`config.mk`:
```
export PLATFORM = sky130hd
export DESIGN_NAME = murmur2a_incremental_hash
export DESIGN_NICKNAME = d
export VERILOG_FILES = /design/src/rtl/core/murmur_pkg.sv /design/src/rtl/core/murmur_dp.sv /design/src/rtl/core/murmur_ctrl.sv /design/src/rtl/core/murmur2a_incremental_hash.sv
export SDC_FILE = /design/constraint.sdc
export NUM_CORES = 1
export LEC_CHECK = 0
export BUFFER_PORTS_ARGS = -buffer_cell sky130_fd_sc_hd__buf_4
export CAP_MARGIN = 20
export CORE_ASPECT_RATIO = 1.4
export CORE_MARGIN = 1
export CORE_UTILIZATION = 60
export CTS_CLUSTER_DIAMETER = 150
export DETAILED_ROUTE_END_ITERATION = 7
export PLACE_DENSITY = 0.78
export SKIP_LAST_GASP = 1
export SLEW_MARGIN = 20
export SYNTH_ARGS = -nofsm -noshare
export SYNTH_HDL_FRONTEND = slang
export SYNTH_SLANG_ARGS = --single-unit
```
`constraint.sdc`:
```
create_clock -name clk -period 25.3 [get_ports clk]
set_input_delay 3.795 -clock clk [delete_from_list [all_inputs] [get_ports clk]]
set_output_delay 3.795 -clock clk [all_outputs]
set_load 0.05 [all_outputs]
```
`src/rtl/core/murmur_pkg.sv`:
```
// ----------------------------------------------------------------------------
// murmur_pkg: shared definitions for the MurmurHash2A block
// Mix constant, datapath operation codes and the control/status bundles.
// ----------------------------------------------------------------------------
`default_nettype none

package murmur_pkg;

	localparam logic [31:0] MIX_MUL = 32'h5bd1_e995;

	typedef enum logic [2:0] {
		OP_NONE,
		OP_KMIX,
		OP_HMIX,
		OP_KCNT,
		OP_FMUL,
		OP_EMIT
	} op_t;

	typedef struct packed {
		logic accept;
		op_t  op;
	} ctl_t;

	typedef struct packed {
		logic phase_full;
		logic out_free;
	} sts_t;

endpackage

`default_nettype wire

```
`src/rtl/core/murmur_dp.sv`:
```
// ----------------------------------------------------------------------------
// murmur_dp: MurmurHash2A datapath
// Hash, key and byte registers around one shared multiply-by-constant unit.
// ----------------------------------------------------------------------------
`default_nettype none

module murmur_dp import murmur_pkg::*; (
	input  wire logic        clk,
	input  wire logic        arst_n,
	input  wire logic        cfg_wr_en,
	input  wire logic [31:0] cfg_wr_data,
	input  wire logic        item_mode,
	input  wire logic [7:0]  item_byte,
	input  wire ctl_t        ctl,
	output      sts_t        sts,
	output      logic        out_valid,
	input  wire logic        out_ready,
	output      logic [31:0] out_hash
);

	logic [31:0] seed_q;
	logic [31:0] hash_q;
	logic [31:0] k_q;
	logic [23:0] partial_q;
	logic [1:0]  phase_q;
	logic [31:0] total_q;
	logic        open_q;
	logic        out_valid_q;
	logic [31:0] out_q;

	logic [31:0] eff_hash;
	logic [23:0] eff_partial;
	logic [1:0]  eff_phase;
	logic [31:0] eff_total;
	logic [31:0] mul_a;
	logic [31:0] product;
	logic        emit;

	assign eff_hash    = open_q ? hash_q : seed_q;
	assign eff_partial = open_q ? partial_q : 24'd0;
	assign eff_phase   = open_q ? phase_q : 2'd0;
	assign eff_total   = open_q ? total_q : 32'd0;

	always_comb begin
		case (ctl.op)
			OP_KMIX: mul_a = k_q ^ (k_q >> 24);
			OP_HMIX: mul_a = hash_q;
			OP_KCNT: mul_a = total_q;
			OP_FMUL: mul_a = hash_q ^ (hash_q >> 13);
			default: mul_a = item_mode ? {8'd0, eff_partial} : {item_byte, eff_partial};
		endcase
	end

	assign product = mul_a * MIX_MUL;
	assign emit    = (ctl.op == OP_EMIT) && sts.out_free;

	assign sts.phase_full = (eff_phase == 2'd3);
	assign sts.out_free   = !out_valid_q || out_ready;

	always_ff @(posedge clk or negedge arst_n) begin
		if (!arst_n) begin
			seed_q      <= '0;
			hash_q      <= '0;
			partial_q   <= '0;
			phase_q     <= '0;
			total_q     <= '0;
			open_q      <= 1'b0;
			out_valid_q <= 1'b0;
		end else begin
			if (cfg_wr_en)
				seed_q <= cfg_wr_data;
			if (ctl.accept) begin
				hash_q <= eff_hash;
				open_q <= 1'b1;
				if (item_mode) begin
					total_q   <= eff_total;
					partial_q <= '0;
					phase_q   <= '0;
				end else begin
					total_q <= eff_total + 32'd1;
					if (eff_phase == 2'd3) begin
						partial_q <= '0;
						phase_q   <= '0;
					end else begin
						partial_q <= eff_partial | (24'(item_byte) << {eff_phase, 3'b000});
						phase_q   <= eff_phase + 2'd1;
					end
				end
			end
			case (ctl.op)
				OP_HMIX: hash_q <= product ^ k_q;
				OP_FMUL: hash_q <= product;
				default: ;
			endcase
			if (emit) begin
				hash_q      <= hash_q ^ (hash_q >> 15);
				total_q     <= '0;
				open_q      <= 1'b0;
				out_valid_q <= 1'b1;
			end else if (out_ready) begin
				out_valid_q <= 1'b0;
			end
		end
	end

	always_ff @(posedge clk) begin
		if (ctl.accept || ctl.op == OP_KMIX || ctl.op == OP_KCNT)
			k_q <= product;
		if (emit)
			out_q <= hash_q ^ (hash_q >> 15);
	end

	assign out_valid = out_valid_q;
	assign out_hash  = out_q;

endmodule

`default_nettype wire

```
`src/rtl/core/murmur_ctrl.sv`:
```
// ----------------------------------------------------------------------------
// murmur_ctrl: MurmurHash2A sequencer
// Steps the datapath through word mixes, the tail and count mixes and the finaliser.
// ----------------------------------------------------------------------------
`default_nettype none

module murmur_ctrl import murmur_pkg::*; (
	input  wire logic clk,
	input  wire logic arst_n,
	input  wire logic in_valid,
	input  wire logic in_mode,
	output      logic in_ready,
	input  wire sts_t sts,
	output      ctl_t ctl
);

	typedef enum logic [3:0] {
		S_IDLE,
		S_WKMIX,
		S_WHMIX,
		S_TKMIX,
		S_THMIX,
		S_CKMUL,
		S_CKMIX,
		S_CHMIX,
		S_FMUL,
		S_EMIT
	} state_t;

	state_t state_q;
	logic   ready_q;
	op_t    op_q;
	logic   accept;

	assign accept     = in_valid && ready_q;
	assign in_ready   = ready_q;
	assign ctl.accept = accept;
	assign ctl.op     = op_q;

	always_ff @(posedge clk or negedge arst_n) begin
		if (!arst_n) begin
			state_q <= S_IDLE;
			ready_q <= 1'b1;
			op_q    <= OP_NONE;
		end else begin
			unique case (state_q)
				S_IDLE: begin
					if (accept && in_mode) begin
						state_q <= S_TKMIX;
						ready_q <= 1'b0;
						op_q    <= OP_KMIX;
					end else if (accept && sts.phase_full) begin
						state_q <= S_WKMIX;
						ready_q <= 1'b0;
						op_q    <= OP_KMIX;
					end
				end
				S_WKMIX: begin
					state_q <= S_WHMIX;
					op_q    <= OP_HMIX;
				end
				S_WHMIX: begin
					state_q <= S_IDLE;
					ready_q <= 1'b1;
					op_q    <= OP_NONE;
				end
				S_TKMIX: begin
					state_q <= S_THMIX;
					op_q    <= OP_HMIX;
				end
				S_THMIX: begin
					state_q <= S_CKMUL;
					op_q    <= OP_KCNT;
				end
				S_CKMUL: begin
					state_q <= S_CKMIX;
					op_q    <= OP_KMIX;
				end
				S_CKMIX: begin
					state_q <= S_CHMIX;
					op_q    <= OP_HMIX;
				end
				S_CHMIX: begin
					state_q <= S_FMUL;
					op_q    <= OP_FMUL;
				end
				S_FMUL: begin
					state_q <= S_EMIT;
					op_q    <= OP_EMIT;
				end
				S_EMIT: begin
					if (sts.out_free) begin
						state_q <= S_IDLE;
						ready_q <= 1'b1;
						op_q    <= OP_NONE;
					end
				end
				default: begin
					state_q <= S_IDLE;
					ready_q <= 1'b1;
					op_q    <= OP_NONE;
				end
			endcase
		end
	end

	a_ready_quiet: assert property (@(posedge clk) disable iff (!arst_n)
		ready_q |-> op_q == OP_NONE)
		else $error("ready while a datapath step is issued");

	a_emit_done: assert property (@(posedge clk) disable iff (!arst_n)
		(state_q == S_EMIT && sts.out_free) |=> ready_q)
		else $error("emit did not return to idle");

	a_finish_seq: assert property (@(posedge clk) disable iff (!arst_n)
		(accept && in_mode) |=> (state_q == S_TKMIX && op_q == OP_KMIX))
		else $error("finish item did not start tail mix");

endmodule

`default_nettype wire

```
`src/rtl/core/murmur2a_incremental_hash.sv`:
```
// ----------------------------------------------------------------------------
// murmur2a_incremental_hash: incremental 32-bit MurmurHash2A over bytes
// Usage:
//   s_* channel: one item per byte. s_tuser is the mode (0 = add byte,
//   1 = finish), s_tdata the byte. The first item of a message loads the
//   seed register, written by the user through cfg_wr_en/cfg_wr_data while
//   idle; the block itself does not enforce this.
//   m_* channel: one item per finish, the finalised 32-bit hash.
// Sequence: add items are taken back to back; a word's fourth byte adds two
//   further multiplies. A finish runs the tail mix, count mix and finaliser,
//   and its emit step registers the hash for m_tdata; all seven multiplies
//   share one 32x32 constant multiplier, one per cycle.
// Reset: seed, hash state and output valid flag cleared; no message open.
// Stall: a held result does not block new add items; a further finish
//   waits in its last step until the output register is free.
// ----------------------------------------------------------------------------
`default_nettype none

module murmur2a_incremental_hash import murmur_pkg::*; (
	input  wire logic        clk,
	input  wire logic        arst_n,
	input  wire logic        cfg_wr_en,
	input  wire logic [31:0] cfg_wr_data,
	input  wire logic        s_tvalid,
	output      logic        s_tready,
	input  wire logic [7:0]  s_tdata,   // [7:0] byte_value
	input  wire logic        s_tuser,   // [0] mode
	output      logic        m_tvalid,
	input  wire logic        m_tready,
	output      logic [31:0] m_tdata    // [31:0] hash_value
);

	ctl_t ctl;
	sts_t sts;

	murmur_ctrl u_ctrl (
		.clk      (clk),
		.arst_n   (arst_n),
		.in_valid (s_tvalid),
		.in_mode  (s_tuser),
		.in_ready (s_tready),
		.sts      (sts),
		.ctl      (ctl)
	);

	murmur_dp u_dp (
		.clk         (clk),
		.arst_n      (arst_n),
		.cfg_wr_en   (cfg_wr_en),
		.cfg_wr_data (cfg_wr_data),
		.item_mode   (s_tuser),
		.item_byte   (s_tdata),
		.ctl         (ctl),
		.sts         (sts),
		.out_valid   (m_tvalid),
		.out_ready   (m_tready),
		.out_hash    (m_tdata)
	);

endmodule

`default_nettype wire

```
==> run_results.csv <==
group,metric,value,unit
synth,syn_area_per_cell,9.70,sq um
synth,synth_cell_types,77,
floorplan,pin_count,80,
hold_path,hold_path_class,"flip-flop to flip-flop",
sta,fmax,102,MHz
sta,slew_headroom,0.228,
critical_path,critPathMaxStageDelay,0.83,ns
drt,drc,0,
clock_tree,cts_buffer_depth,2,
drt,wl,60400,um
sta,slew_violations,0,
critical_path,cp.arrival,10.11,ns
global_route,gr-usage-met1,0.426,
global_route,use_met3,0.0763,
synth,ys_warn_count,0,
clock_tree,cts_root_buffer,"clkbuf_16",
clock_tree,cts_tree,"yes",
global_route,antenna_found_initial,0,
critical_path,r2r-start,"u_ctrl.op_q[1]",
sta,setup_viol_count_final,0,
synth,synth_flop_cell,"dfrtp_1",
critical_path,crit_fanout,38,
clock_tree,cts.sinks,196,
status,status,"completed",
synth,yosys.area.top_type_share,0.185,
sta,rsz0062_at_grt,"false",
placement,io_buffers,79,
critical_path,r2r_slack,15.51,ns
drt,vias,15600,
critical_path,cp-end-kind,"flip-flop",
drt,drt_iter0_drc,1392,
floorplan,dieArea,33400,sq um
placement,place_congestion,1.03,
global_route,busiest_layer,"met2",
drt,firstDrtPassIters,7,
synth,synth_seq_area_share,0.267,
synth,syn_area,19600,sq um
clock_tree,clkTransAtPathRegs,0.07,ns
cells_and_area,finalNetCount,2505,
synth,async_reset_ff_frac,0.673,
synth,synth_edf_count,64,
sta,period_needed,9.79,ns
hold_path,hold_path_end,"u_dp.phase_q[0]",
floorplan,core_area,31900,sq um
synth,synth_nets,2465,
drt,avgRoutedWirePerCell,24.1,um
critical_path,crit_start,"u_ctrl.op_q[1]",
hold_path,min_path_cells,2,
drt,ant_nets,0,
flow_run,maxCapViolations,0,
critical_path,slowest_stage,"a211oi_1",
critical_path,crit_top_cell,"fa_1",
global_route,grt_use_met2,0.647,
floorplan,die_h,216,um
floorplan,initial_core_util,0.615,
critical_path,critPathRequiredTime,25.63,ns
sta,fin_tns_setup,0,ns
clock_tree,htreeDepth,4,
drt,via_per_inst,6.21,
floorplan,floorplan.rows,77,
synth,netlist_instances,2020,
clock_tree,cts_setup_buffers,0,
global_route,grt_overflow,0,
sta,tightest_slew,1.16,ns
critical_path,reg2reg_depth,31,
critical_path,critPathLaunchType,"flip-flop",
cells_and_area,drive_gt1_frac,0.0936,
placement,place_hpwl,47400,um
global_route,grt_pass1_vias,16400,
global_route,grtUsageTotal,0.380,
clock_tree,numCtsBuffers,17,
synth,yosysTopAreaCell,"fa_1",
global_route,grt_pass1_wl,94100,um
floorplan,die_x,155,um
critical_path,r2r_end,"u_dp.hash_q[23]",
clock_tree,hold_buffers,0,
clock_tree,insertion_delay,0.46,ns
synth,synth-seq-cells,196,
hold_path,hold_start,"u_dp.phase_q[0]",
sta,skew,0.0130,ns
global_route,grt_max_degree,87,
critical_path,crit_type,"flip-flop to flip-flop",
cells_and_area,synthToLayoutAreaGrowth,8.31,%
sta,hold_viol,0,
sta,timing.final.crit_share,0.387,
clock_tree,cts.repair.resized,0,
cells_and_area,antenna_cells,0,
synth,synth_area_leaders,"fa_1 18%, dfrtp_1 17%, ha_1 14%, edfxtp_1 9.8%, inv_1 7.2%",
## kinds of logic after synthesis
family          Yosys count  share of synthesized area
buf+inv                 470                     0.0910
fa+ha+maj               399                      0.324
compound gates          393                      0.134
simple gates            382                     0.0902
flops                   196                      0.267
xor+xnor                108                     0.0543
mux                      72                     0.0393
## state kept, by name, indices dropped and copies added, names as in the netlist
name	flops
u_dp.phase_q	2
u_dp.out_valid	1
u_dp.partial_q	24
u_ctrl.in_ready	1
u_ctrl.state_q	4
u_dp.seed_q	32
u_dp.open_q	1
u_ctrl.op_q	3
u_dp.hash_q	32
u_dp.out_hash	32
u_dp.total_q	32
u_dp.k_q	32
## worst max-delay path: cells and delay by family (launching register included)
kind / cells / cell delay, ns
adder cells (fa/ha/maj): 9 / 3.91
AO/OA/AOI/OAI: 11 / 3.15
buffers and inverters: 8 / 1.88
flip-flops: 1 / 0.34
AND/OR/NAND/NOR: 3 / 0.31
## layer usage
metal  routed length (um)  up-vias
met5                    0        -
met4                 4860        0
met3                 4310      240
met2                29700      775
met1                21500     7674
li1                     -     6868
## through the flow
stage          instance area (sq um)  hold slack, ns  instances   util  setup WS [ns]
2_1_floorplan                  19600           0.423       2020      -          15.63
3_3_place_gp                   20600           0.468       2475  0.647          15.41
3_5_place_dp                   20600           0.480       2475  0.647          15.34
4_1_cts                        21200           0.498       2507  0.665          15.75
5_1_grt                        21200           0.514       2507  0.666          15.04
6_report                       21200           0.492       2507  0.666          15.51
## synthesized netlist by cell type (4+ instances only)
library cell,number
a211oi_1,12
a21o_1,9
a21oi_1,94
a221o_1,9
a221oi_1,19
a222oi_1,6
a22o_1,36
a22oi_1,15
a311oi_1,10
a31oi_1,12
and2_1,10
and3_1,12
and4_1,6
buf_1,10
buf_2,6
clkbuf_1,73
dfrtp_1,131
edfxtp_1,64
fa_1,181
ha_1,218
inv_1,378
mux2_2,39
mux2i_1,33
nand2_1,117
nand2b_1,12
nand3_1,35
nand3b_1,6
nand4_1,9
nor2_1,122
nor2b_1,11
nor3_1,22
nor4_1,4
o211ai_1,8
o21a_1,6
o21ai_0,88
o21ai_1,5
o21bai_1,6
o221ai_1,4
o22ai_1,9
o31a_1,5
o31ai_1,11
or3_1,4
xnor2_1,57
xnor3_1,8
xor2_1,42
## cell usage in the layout (no fill, tap or decap), types with 8 or more instances in the layout
cell         n
a21oi_1     94
nand3_1     35
and2_1      10
inv_1      377
a221oi_1    18
xor2_1      42
mux2i_1     33
o211ai_1     8
and3_1      12
ha_1       218
a311oi_1    10
dfrtp_1    130
o22ai_1      9
o31ai_1     11
nand2_1    117
clkbuf_16   20
nand4_1      9
a211oi_1    12
fa_1       181
mux2_2      39
a221o_1      9
nor3_1      21
a31oi_1     12
a22o_1      36
nor2_1     122
edfxtp_1    64
buf_4      111
nand2b_1    12
a22oi_1     15
xnor2_1     57
xnor3_1      8
nor2b_1     11
o21ai_0     88
a21o_1       9
## cell type report
cell class | count | area (sq um)
clock buffer | 26 | 543
clock inverter | 6 | 41.3
fill | 2577 | 10700
inverter | 379 | 1420
multi-input combinational | 1354 | 12600
sequential | 196 | 5230
tap | 434 | 543
timing repair buffer | 112 | 845
## worst max path at each step
stage / end / slack (ns) / cells after the start
after global placement: u_dp.hash_q[28] / 15.41 / 21
final: u_dp.hash_q[23] / 15.51 / 31
after global routing: u_dp.hash_q[23] / 15.04 / 31
after detailed placement: u_dp.hash_q[28] / 15.34 / 21
after CTS: u_dp.hash_q[28] / 15.75 / 35
after floorplan: u_dp.hash_q[28] / 15.63 / 22
Power is not shown: default switching activity piles up to over one toggle a cycle in this logic, so the estimate is an artifact.
